File: src/pstt_pkg.sv
// Shared character codes and byte classification helpers for the term tokenizer.
package pstt_pkg;

  localparam logic [7:0] ChHash      = 8'h23;
  localparam logic [7:0] ChNewline   = 8'h0A;
  localparam logic [7:0] ChDquote    = 8'h22;
  localparam logic [7:0] ChSquote    = 8'h27;
  localparam logic [7:0] ChBackslash = 8'h5C;

  // Offset from upper to lower case ASCII letters
  localparam logic [7:0] CaseOffset  = 8'd32;

  // Request codes on the input channel
  localparam logic ReqByte = 1'b0;
  localparam logic ReqEod  = 1'b1;

  // Term bytes: digits, ASCII letters and anything with the top bit set
  function automatic logic is_term_byte(input logic [7:0] b);
    logic res;
    res = b[7] ||
          ((b >= 8'h30) && (b <= 8'h39)) ||
          ((b >= 8'h61) && (b <= 8'h7A)) ||
          ((b >= 8'h41) && (b <= 8'h5A));
    return res;
  endfunction

  function automatic logic [7:0] to_lower(input logic [7:0] b);
    logic [7:0] res;
    res = b;
    if ((b >= 8'h41) && (b <= 8'h5A)) begin
      res = b + CaseOffset;
    end
    return res;
  endfunction

endpackage

File: src/python_source_term_tokenizer.sv
// Top level of the Python source term tokenizer: scanner state and result register.
//
// Takes one source byte (or an end-of-document marker) per transaction and
// yields at most one term byte per transaction. Each accepted transaction is
// processed combinationally: the scanner state machine and the term
// logic sit between the input port and one result register, so a new
// transaction is taken every cycle as long as the result register is empty or
// is being drained in the same cycle. Bytes inside string literals and comments
// are skipped; term letters come out in lower case, and the last byte of a
// term is marked when a non-term byte closes it. An end-of-document transaction
// flushes a pending term with its dropped flag set and returns the scanner to
// its reset state; doc_id is kept. There is no setup time after reset.
module python_source_term_tokenizer (
  input  logic        clk_i,
  input  logic        rst_ni,
  // configuration
  input  logic        cfg_we_i,
  input  logic [31:0] cfg_wdata_i,
  // input channel
  input  logic        in_valid_i,
  output logic        in_stall_o,
  input  logic        req_type_i,
  input  logic [7:0]  src_byte_i,
  // output channel
  output logic        out_valid_o,
  input  logic        out_stall_i,
  output logic [7:0]  term_byte_o,
  output logic        term_last_o,
  output logic        term_dropped_o,
  output logic [31:0] doc_number_o
);
  import pstt_pkg::*;

  // Scanner modes
  localparam logic [3:0] ModeNormal  = 4'd0;
  localparam logic [3:0] ModeQuoteD  = 4'd1;
  localparam logic [3:0] ModeQuoteE  = 4'd2;
  localparam logic [3:0] ModeLit1    = 4'd3;
  localparam logic [3:0] ModeLit1Esc = 4'd4;
  localparam logic [3:0] ModeLit3    = 4'd5;
  localparam logic [3:0] ModeLit3Esc = 4'd6;
  localparam logic [3:0] ModeLit3D   = 4'd7;
  localparam logic [3:0] ModeLit3E   = 4'd8;
  localparam logic [3:0] ModeComment = 4'd9;

  logic [31:0] doc_id_q;
  logic [3:0]  mode_q, mode_d;
  logic [7:0]  quote_q, quote_d;
  logic [7:0]  look_q, look_d;
  logic [7:0]  held_q, held_d;
  logic        open_q, open_d;

  logic        out_valid_q;
  logic [7:0]  out_byte_q;
  logic        out_last_q;
  logic        out_drop_q;
  logic [31:0] out_doc_q;

  logic        accept;
  logic        do_term;
  logic        emit;
  logic        emit_last;
  logic        emit_drop;

  // Take a transaction unless a held result is stuck downstream
  assign in_stall_o = out_valid_q & out_stall_i;
  assign accept     = in_valid_i & ~in_stall_o;

  // Scanner next state; do_term marks bytes that go to term handling
  always_comb begin
    mode_d  = mode_q;
    quote_d = quote_q;
    look_d  = look_q;
    do_term = 1'b0;
    case (mode_q)
      ModeQuoteD: begin
        look_d = src_byte_i;
        mode_d = ModeQuoteE;
      end
      ModeQuoteE: begin
        if ((look_q == quote_q) && (src_byte_i == quote_q)) begin
          mode_d = ModeLit3;
        end else if (look_q == quote_q) begin
          // empty literal; the byte after it may open a comment, else goes to term handling
          if (src_byte_i == ChHash) begin
            mode_d = ModeComment;
          end else begin
            mode_d  = ModeNormal;
            do_term = 1'b1;
          end
        end else if ((src_byte_i == quote_q) && (look_q != ChBackslash)) begin
          mode_d = ModeNormal;
        end else begin
          mode_d = ModeLit1;
        end
      end
      ModeLit1: begin
        if (src_byte_i == ChBackslash) begin
          mode_d = ModeLit1Esc;
        end else if (src_byte_i == quote_q) begin
          mode_d = ModeNormal;
        end
      end
      ModeLit1Esc: begin
        mode_d = ModeLit1;
      end
      ModeLit3: begin
        if (src_byte_i == ChBackslash) begin
          mode_d = ModeLit3Esc;
        end else if (src_byte_i == quote_q) begin
          mode_d = ModeLit3D;
        end
      end
      ModeLit3Esc: begin
        mode_d = ModeLit3;
      end
      ModeLit3D: begin
        mode_d = (src_byte_i == quote_q) ? ModeLit3E : ModeLit3;
      end
      ModeLit3E: begin
        mode_d = (src_byte_i == quote_q) ? ModeNormal : ModeLit3;
      end
      ModeComment: begin
        if (src_byte_i == ChNewline) begin
          mode_d  = ModeNormal;
          do_term = 1'b1;
        end
      end
      default: begin
        // normal scanning, also taken by unused mode codes
        if ((src_byte_i == ChDquote) || (src_byte_i == ChSquote)) begin
          quote_d = src_byte_i;
          mode_d  = ModeQuoteD;
        end else if (src_byte_i == ChHash) begin
          mode_d = ModeComment;
        end else begin
          mode_d  = ModeNormal;
          do_term = 1'b1;
        end
      end
    endcase
  end

  // Term tracking and result selection, end of document overrides all
  always_comb begin
    held_d    = held_q;
    open_d    = open_q;
    emit      = 1'b0;
    emit_last = 1'b0;
    emit_drop = 1'b0;
    if (req_type_i == ReqEod) begin
      emit      = open_q;
      emit_drop = 1'b1;
      held_d    = 8'd0;
      open_d    = 1'b0;
    end else if (do_term) begin
      if (is_term_byte(src_byte_i)) begin
        emit   = open_q;
        held_d = to_lower(src_byte_i);
        open_d = 1'b1;
      end else if (open_q) begin
        emit      = 1'b1;
        emit_last = 1'b1;
        open_d    = 1'b0;
      end
    end
  end

  // Configuration register
  always_ff @(posedge clk_i or negedge rst_ni) begin
    if (!rst_ni) begin
      doc_id_q <= 32'd0;
    end else if (cfg_we_i) begin
      doc_id_q <= cfg_wdata_i;
    end
  end

  // Scanner state, updated per accepted transaction
  always_ff @(posedge clk_i or negedge rst_ni) begin
    if (!rst_ni) begin
      mode_q  <= ModeNormal;
      quote_q <= 8'd0;
      look_q  <= 8'd0;
      held_q  <= 8'd0;
      open_q  <= 1'b0;
    end else if (accept) begin
      held_q <= held_d;
      open_q <= open_d;
      if (req_type_i == ReqEod) begin
        mode_q  <= ModeNormal;
        quote_q <= 8'd0;
        look_q  <= 8'd0;
      end else begin
        mode_q  <= mode_d;
        quote_q <= quote_d;
        look_q  <= look_d;
      end
    end
  end

  // Result register valid
  always_ff @(posedge clk_i or negedge rst_ni) begin
    if (!rst_ni) begin
      out_valid_q <= 1'b0;
    end else if (accept) begin
      out_valid_q <= emit;
    end else if (!out_stall_i) begin
      out_valid_q <= 1'b0;
    end
  end

  // Result payload, loaded only when a term byte is produced
  always_ff @(posedge clk_i) begin
    if (accept && emit) begin
      out_byte_q <= held_q;
      out_last_q <= emit_last;
      out_drop_q <= emit_drop;
      out_doc_q  <= doc_id_q;
    end
  end

  assign out_valid_o    = out_valid_q;
  assign term_byte_o    = out_byte_q;
  assign term_last_o    = out_last_q;
  assign term_dropped_o = out_drop_q;
  assign doc_number_o   = out_doc_q;

endmodule

File: config.mk
export PLATFORM = sky130hd
export DESIGN_NAME = python_source_term_tokenizer
export DESIGN_NICKNAME = d
export VERILOG_FILES = /design/src/pstt_pkg.sv /design/src/python_source_term_tokenizer.sv
export SDC_FILE = /design/constraint.sdc
export NUM_CORES = 1
export LEC_CHECK = 0
export BUFFER_PORTS_ARGS = -buffer_cell sky130_fd_sc_hd__buf_2
export CAP_MARGIN = 10
export CORE_AREA = 5 5 101 103
export CTS_CLUSTER_DIAMETER = 200
export DETAILED_ROUTE_END_ITERATION = 7
export DIE_AREA = 0 0 106 108
export PLACE_DENSITY = 0.84
export SLEW_MARGIN = 5
export SYNTH_ARGS = -nofsm -noshare
export SYNTH_HDL_FRONTEND = slang
export SYNTH_SLANG_ARGS = --single-unit
File: constraint.sdc
create_clock -name clk_i -period 6.1 [get_ports clk_i]
set_clock_uncertainty 0.15 [all_clocks]
set_input_delay 0.61 -clock clk_i [delete_from_list [all_inputs] [get_ports clk_i]]
set_output_delay 0.61 -clock clk_i [all_outputs]
set_load 0.05 [all_outputs]
==> results.json <==
{
  "drive_above_1_share_pct": 30.8,
  "synth_area_um2": 4500,
  "core_area_um2": 9110,
  "crit_slowest_cell": "and3_2",
  "ys_seq_area_share_pct": 62.5,
  "cts_tree": "done",
  "synthArstFlopShare_pct": 59.6,
  "drt-total-wl_um": 9040,
  "place.gp.congestion": 0.937,
  "status": "complete, no violations",
  "crit_type": "reg -> reg",
  "arrival_ns": 2.86,
  "dieArea_um2": 11400,
  "cts.sinks": 104,
  "cts_buffers": 9,
  "rrSetupSlack_ns": 3.06,
  "num_antenna_cells": 0,
  "slew_headroom_pct": 36.2,
  "path_clk_slew_ns": 0.10,
  "ys.flop_type": "dfrtp_1",
  "synth.avg_cell_area_um2": 13.4,
  "cts_root_buffer": "clkbuf_8",
  "maxCapViolCount": 0,
  "antenna_found_initial": 0,
  "cellLeakagePower_nw": 2.15,
  "setup_viol": 0,
  "routed_via_density": 5.53,
  "rsz0062_at_grt": "false",
  "tns_ns": 0,
  "cts-resized-gates": 0,
  "grt_pass1_wl_um": 14900,
  "worst_setup_path_start_kind": "register",
  "ys_types": 59,
  "slowest_delay_ns": 0.55,
  "drt_iter0_drc": 206,
  "yosysWarningCount": 0,
  "tightest_slew_ns": 0.956,
  "insertion_delay_ns": 0.35,
  "required_ns": 5.92,
  "finalCriticalPeriod_ns": 3.04,
  "cp-end-kind": "register",
  "cp_cell_sequence": "or2_1, a21oi_1, o22ai_1, a41oi_4, nand2_1, and3_2",
  "hold_violations": 0,
  "worstSetupEndpoint": "doc_number_o[15]$_DFFE_PP_",
  "drc": 0,
  "synth_edf_count": 42,
  "layout_commonest_cell": "buf_2",
  "slew_viol_final": 0,
  "cts_max_path_buffers": 2,
  "die_y_um": 108,
  "post-route-util_pct": 57.1,
  "synth_top_area_share_pct": 34.5,
  "ys_ff_latch": 104,
  "dr.pass1.iters": 4,
  "cts_hold_buf": 0,
  "grt_pass1_vias": 2953,
  "dp_hpwl_um": 6510,
  "fmaxAchievable_ghz": 0.329,
  "grt_use_total_pct": 16.4,
  "syn_inst": 336,
  "nets": 465,
  "grt_max_degree": 63,
  "r2r-end": "doc_number_o[15]$_DFFE_PP_",
  "crit_start": "mode_q[2]$_DFFE_PN0P_",
  "yosysTopAreaCell": "dfrtp_1",
  "areaGrowthSynthToFinish_pct": 15.5,
  "wl_per_cell_um": 17.0,
  "grt-ovfl-total": 0,
  "holdWs_ns": 0.258,
  "rows": 35,
  "ioPinCount": 90,
  "power_density_nw_per_um2": 329,
  "vias": 2950,
  "cts-htree-levels": 3,
  "initial_core_util_pct": 49.4,
  "vdd_ir_drop_max_uv": 119,
  "synth.area.top_cells": "dfrtp_1 34%, edfxtp_1 28%, mux2_1 6.3%, mux2_2 3.5%, xnor2_1 3.1%",
  "ant_nets": 0,
  "portBuffers": 89,
  "reg2reg_depth": 6,
  "r2r-start": "mode_q[2]$_DFFE_PN0P_",
  "cp_max_fo": 42,
  "syn_nets": 384,
  "postCtsSetupBuffers": 0,
  "hp-class": "in -> async",
  "layout_common_cells": "89 x buf_2, 62 x dfrtp_1, 42 x edfxtp_1, 25 x nand2_1, 25 x mux2_1",
  "period_share_pct": 49.8,
  "die_x_um": 106
}
-- critical path: cells and delay by family, from the launching register on --
family,cells,cell delay (ns)
and+or+nand+nor,3,0.97
DFF,1,0.50
AOI/OAI and AO/OA,3,1.01
-- sequential cells by signal, indices dropped and copies added (netlist names), 4 cells and up --
| name | flops |
|---|---|
| look_q | 8 |
| doc_id_q | 32 |
| held_q | 8 |
| quote_q | 8 |
| term_byte_o | 8 |
| doc_number_o | 32 |
| mode_q | 4 |
-- through the flow --
stage	setup WS (ns)	cell area, um^2	std cells	power [mW]
floorplan	2.74	4500	336	1.20
global placement	2.78	5000	517	1.28
detailed placement	2.69	5000	517	1.30
CTS	3.07	5200	533	1.73
global route	2.83	5200	533	1.80
finish	3.06	5200	533	1.71
-- power breakdown --
| group | internal (mW) | switching (mW) | total (mW) | leakage (nW) |
|---|---|---|---|---|
| clock network | 0.195 | 0.235 | 0.430 | 0.103 |
| logic | 0.123 | 0.263 | 0.386 | 0.891 |
| registers | 0.839 | 0.0565 | 0.896 | 1.16 |
-- Yosys cell counts, types with 2 or more instances --
master / n
nor3_1: 6
inv_2: 2
nand3b_1: 2
nor4_1: 8
a31oi_1: 3
clkbuf_1: 11
mux2_1: 25
a22oi_1: 2
o22ai_1: 3
or4_1: 2
o21ai_1: 9
and2_1: 5
buf_2: 4
o31ai_1: 2
o21ai_0: 3
xnor2_1: 16
nor2b_1: 12
mux2_2: 14
and3_1: 2
ha_1: 2
and4_1: 2
nand2_1: 25
and3b_1: 2
a211o_1: 2
or2_1: 2
nand4_1: 9
buf_6: 2
inv_1: 4
dfrtp_1: 62
a21oi_1: 5
buf_1: 3
nor2_1: 9
nor3b_1: 2
edfxtp_1: 42
nand3_1: 3
a221o_1: 6
-- cell families after synthesis --
kind of cell             share of synthesized area [%]
multiplexers                                      9.98
flip-flops                                        62.5
AO/OA/AOI/OAI                                     8.70
AND/OR/NAND/NOR                                   12.3
buffers and inverters                             2.70
XOR/XNOR                                          3.31
adder cells (fa/ha/maj)                          0.556
-- how the worst min path moves through the flow --
stage | end | cells past startpoint | slack (ns) | from
after floorplan | doc_id_q[0]$_DFFE_PN0P_ | 0 | 0.16 | rst_ni
after global placement | doc_number_o[6]$_DFFE_PP_ | 0 | 0.27 | doc_id_q[6]$_DFFE_PN0P_
after detailed placement | doc_number_o[28]$_DFFE_PP_ | 0 | 0.27 | doc_id_q[28]$_DFFE_PN0P_
after CTS | doc_id_q[21]$_DFFE_PN0P_ | 2 | 0.29 | rst_ni
after global routing | doc_id_q[6]$_DFFE_PN0P_ | 2 | 0.30 | cfg_wdata_i[6]
final | doc_id_q[26]$_DFFE_PN0P_ | 2 | 0.26 | rst_ni
-- layer usage --
layer | global-route usage, % | part of all wire (%) | up-vias
met4 | 4.53 | 0.44 | 0
met1 | 22.7 | 46 | 1433
met3 | 3.70 | 6.6 | 4
li1 | - | - | 1400
met5 | 0 | 0 | -
met2 | 26.2 | 47 | 113
-- layout make-up --
type | instances | area (um^2)
clock buffer | 9 | 124
inverter | 7 | 26.3
timing repair buffer | 90 | 453
sequential | 104 | 2810
tap | 111 | 139
clock inverter | 7 | 77.6
fill | 733 | 3910
multi-input combinational | 205 | 1570
Power figures use the tool's default switching activity.
